## config.mk

```make
export PLATFORM = sky130hd
export DESIGN_NAME = wsst_row_ram
export DESIGN_NICKNAME = d
export VERILOG_FILES = /design/src/hw/rtl/wsst_pkg.sv /design/src/hw/rtl/wsst_row_ram.sv
export SDC_FILE = /design/constraint.sdc
export NUM_CORES = 2
export LEC_CHECK = 0
export ABC_CLOCK_PERIOD_IN_PS = 10800
export BUFFER_PORTS_ARGS = -buffer_cell sky130_fd_sc_hd__buf_4
export CORE_ASPECT_RATIO = 0.7
export CORE_MARGIN = 5
export CORE_UTILIZATION = 45
export DETAILED_ROUTE_END_ITERATION = 10
export PLACE_DENSITY_LB_ADDON = 0.12
export SLEW_MARGIN = 20
export SYNTH_ARGS = -nofsm -noshare
export SYNTH_HDL_FRONTEND = slang
export SYNTH_SLANG_ARGS = --single-unit
```

## constraint.sdc

```tcl
create_clock -name clk -period 10.8 [get_ports clk]
set_clock_uncertainty 0.1 [all_clocks]
set_input_delay 1.08 -clock clk [delete_from_list [all_inputs] [get_ports clk]]
set_output_delay 1.08 -clock clk [all_outputs]
set_load 0.03 [all_outputs]
```

## src/hw/rtl/wsst_pkg.sv

```systemverilog
// Shared constants and types for the working set size tracker.
// No dependencies; imported by the interfaces, the row RAM and the core.
package wsst_pkg;

  localparam int ADDR_W    = 25;
  localparam int NUM_PAGES = 4096;
  localparam int PAGE_W    = $clog2(NUM_PAGES);
  localparam int COL_W     = (PAGE_W > 6) ? 6 : PAGE_W - 1;
  localparam int ROW_W     = 1 << COL_W;
  localparam int ROW_AW    = PAGE_W - COL_W;
  localparam int ROWS      = 1 << ROW_AW;

  localparam int SHIFT_W   = 5;
  localparam int LEN_W     = 20;
  localparam int CNT_W     = 13;
  localparam int REF_W     = 32;
  localparam int SUM_W     = 44;
  localparam int CFG_IDX_W = 1;
  localparam int CFG_DAT_W = LEN_W;

  typedef logic [CFG_IDX_W-1:0] cfg_index_t;
  typedef logic [ROW_AW-1:0]    row_addr_t;
  typedef logic [ROW_W-1:0]     row_data_t;
  typedef logic [COL_W-1:0]     col_t;

  localparam cfg_index_t CFG_PAGE_SHIFT    = 1'd0;
  localparam cfg_index_t CFG_WINDOW_LENGTH = 1'd1;

  localparam logic [SHIFT_W-1:0] PAGE_SHIFT_RST    = 5'd12;
  localparam logic [LEN_W-1:0]   WINDOW_LENGTH_RST = 20'd1000;

endpackage

```

## src/hw/rtl/wsst_row_ram.sv

```systemverilog
// Seen-page bitmap storage: one row of page bits per entry, one read and
// one write port, registered read data. Depends on wsst_pkg.
module wsst_row_ram import wsst_pkg::*; (
  input  logic      clk,
  input  logic      rd_en,
  input  row_addr_t rd_addr,
  output row_data_t rd_data,
  input  logic      wr_en,
  input  row_addr_t wr_addr,
  input  row_data_t wr_data
);

  row_data_t mem [ROWS];
  row_data_t rd_data_r;

  always_ff @(posedge clk) begin
    if (wr_en) begin
      mem[wr_addr] <= wr_data;
    end
  end

  always_ff @(posedge clk) begin
    if (rd_en) begin
      rd_data_r <= mem[rd_addr];
    end
  end

  assign rd_data = rd_data_r;

endmodule

```

# [Word level (Yosys, flattened, before mapping)]
# Memory sizes are Yosys's and may differ from the RTL's. A register that Yosys moved wholly into a read port is not among the register bits.
# Index checks and enable logic that the tools add are counted.
[op_classes] addsub=0 div=0 muxes=2 n_reduce_logical=0 shift=0 n_bitwise=0 n_lt_le_gt_ge=0 multipliers=0 n_eq_ne=0
[ops] cell="1-bit two-way mux" n=2
[totals] latchBits=0 word_cells=3 register_bits=0 ram_bits=4096 n_memories=1 out_inout_bits=64 rom_bits=0
[mem_list] name="mem" words=64 width=64 rd=1 rd_ports_with_merged_regs=1 write_ports=1 line_no="wsst_row_ram.sv:13" source="row_data_t mem [ROWS];"

# [Depth between registers and ports, before layout]
[logic_depth] ltp_word=2 ltp_mapped=9 ltp_nobuf=5

# [Worst setup path before layout]
# OpenSTA, ideal clock, no wires.
[synth_path] path_type="input port to flip-flop" start="in wr_addr[3]" end="mem mem[48][0] (netlist bit) (enable)" cell_stages=4 required_time_ns=10.136 path_buffers=1 setup_ns=0.564 slack_ns=4.184 t_arrival_ns=5.952 path_cell_list="clkbuf_1 > nor2b_1 > nand4b_1 > nor3_1"
[synth_lines] item="start, declared" line_no="wsst_row_ram.sv:9" source="input row_addr_t wr_addr,"
[synth_lines] item="end, declared" line_no="wsst_row_ram.sv:13"
# Straight into the memory's write port.

==> reports/qor.txt <==
status = finished clean
max-slew violation count = 0
peak supply drop = 0.132 mV
chip width = 716 um
HPWL after DPL = 241 mm
mapped cell area = 157000 um2
Synth Register Bits = 4160
Post-CTS Setup Repair Bufs = 0
I/O Buffers = 142
commonest non-fill, non-tap cell in the layout = edfxtp_1
Core Region = 347000 um2
Routed Wire Length = 459 mm
DR vias/cell = 6.36
num ports = 143
xor and xnor area share after synthesis = 0
Int Pwr = 0.0261 W
critical path startpoint category = input port
die height = 504 um
gr usage total = 0.252
most area-consuming cells after synthesis = edfxtp_1 80%, mux4_2 15%, mux2i_1 0.86%, a22oi_1 0.80%, buf_2 0.54%
# hold bufs at CTS = 0
Crit Path Max Fanout = 75
hold_ws = 0.557 ns
Adder-Cell Fraction of Synth Area = 0
minimum clock period = 4.53 ns
later-pin clock latency in the skew report = 0.93 ns
Mapped Nets = 6677
max_cap viols = 0
critical path type = in2reg
yosys warns = 0
RSZ-0062 raised after global routing = false
# DRC = 0
first-pass GRT wire length = 631 mm
crit path DAT = 5.06 ns
Synth area leader = edfxtp_1
initial antenna violation count = 38
root buf cell = clkbuf_16
most frequent cells in the layout = 4160 x edfxtp_1, 1024 x mux4_2, 406 x clkbuf_16
pwr dens = 187 nW/um2
top cell type's share of synthesized area = 0.796
die area = 361000 um2
WL per Instance = 38.3 um
Initial DRC Count = 10258
fmax = 221 MHz
CTS H-tree depth = 5
Switching Power = 0.00703 W
Synth Area in Compound Gates = 0.0247
antenna violation net count after detailed routing = 0
Clk pwr share = 0.409
Comb power frac = 0.048
Pre-antenna DRT Iters = 6
initial core utilization = 0.452
clk slew on worst S/H paths = 0.06 ns
mux contribution to synthesized area = 0.156
Max-slew headroom = 0.214
grt ovf = 0
critical path required time = 11.33 ns
cts repair resizes = 0
Setup TNS = 0 ns
Final Cycle Share = 0.419
Setup violations, final = 0
nets = 7075
DR vias = 76249
Final Hold Fails = 0
Tightest Pin Transition = 1.18 ns
library cells used by synthesis = 32
CTS Sinks = 4160
largest family of logic cells by synthesized area = multiplexers
Mean Syn Cell Area = 23.8 um2
Area growth syn-to-layout = 12.7%
CTS Buffer Depth = 4
layout cells sized above 1 = 0.280
row count = 181
worst hold path type = in2reg
Seq/Total Area, Yosys = 0.796
CTS tree = done
total CTS buffers = 397
largest net degree at the start of global routing = 122
Mapped Cells = 6598
Worst Setup End Kind = register
sw frac = 0.212
vias in the first global route = 75247
Synth Area in Simple Gates = 0.0123
Reg power frac = 0.543
Final GP Congestion = 0.760
Leakage = 54.7 nW
## state kept, by name, indices dropped and copies added, names as in the netlist
signal	cells
mem	4096
rd_data	64
## power by group through the flow
stage / combinational [W] / clock (W) / sequential (W)
5_1_grt: 0.00167 / 0.0144 / 0.0180
3_3_place_gp: 0.00157 / 0 / 0.0183
2_1_floorplan: 0.000833 / 0 / 0.0183
4_1_cts: 0.00159 / 0.0138 / 0.0180
6_report: 0.00158 / 0.0135 / 0.0180
3_5_place_dp: 0.00159 / 0 / 0.0183
## Yosys cell counts
cell and instances:
a211oi_1 63, a22o_1 88, a22oi_1 168, a2bb2oi_1 19, a31o_1 1, a31oi_1 18, a41oi_1 26, and2_1 3
and3_1 64, buf_1 20, buf_2 170, buf_4 34, buf_6 6, clkbuf_1 140, edfxtp_1 4160, inv_1 19
mux2i_1 135, mux4_2 1024, nand2_1 58, nand2b_1 11, nand3_1 45, nand3b_1 2, nand4_1 2, nand4b_1 1
nor2_1 112, nor2b_1 28, nor3_1 2, o221ai_1 38, o22ai_1 83, or2_2 28, or3_1 29, or3b_2 1
## per-layer routing
metal  GRT usage  part of all wire
met5           0          0.000089
met1       0.396              0.44
met2       0.368              0.45
met3      0.0398             0.085
met4      0.0680             0.029
## per-stage QoR
stage	setup slack, ns	cells	total power, W	util	cell area [um2]
final	6.27	11986	0.0331	0.509	177000
after floorplan	4.18	6598	0.0192	-	157000
after global placement	5.25	11261	0.0199	0.474	165000
after global routing	6.23	11980	0.0341	0.509	177000
after CTS	6.24	11975	0.0333	0.509	177000
after detailed placement	5.22	11261	0.0199	0.474	165000
## final cells by class
type | instances | area (um2)
Inverter | 19 | 71.3
Clock inverter | 227 | 1880
Clock buffer | 487 | 10500
Tap cell | 4666 | 5840
Antenna cell | 9 | 22.5
Timing Repair Buffer | 369 | 2990
Sequential cell | 4160 | 125000
Fill cell | 27167 | 170000
Multi-Input combinational cell | 2049 | 30800
## final timing paths
kind | slack, ns | end | cells after the start | from
worst max-delay path | 6.27 | rd_data[39] | 8 | rd_addr[2]
worst max register to register | 8.33 | rd_data[28] | 5 | mem[8][28]
worst min-delay path | 0.56 | mem[38][18] | 1 | wr_data[18]
worst min register to register | 0.84 | rd_data[10] | 4 | mem[46][10]
## cell families (layout without fill, tap and decap cells)
family / count (synthesis) / in the layout
DFF: 4160 / 4160
muxes: 1159 / 1159
AOI/OAI and AO/OA: 504 / 504
buffers and inverters: 389 / 1102
and+or+nand+nor: 386 / 386
other: 0 / 9
## critical path, stage by stage
cell      delay [ns]
buf_8           0.53
buf_4           0.89
buf_4           0.78
mux4_2          0.43
mux2i_1         0.17
nand2_1         0.08
a31oi_1         0.77
a211oi_1        0.09
No activity file was read; power rests on OpenSTA's default activity.
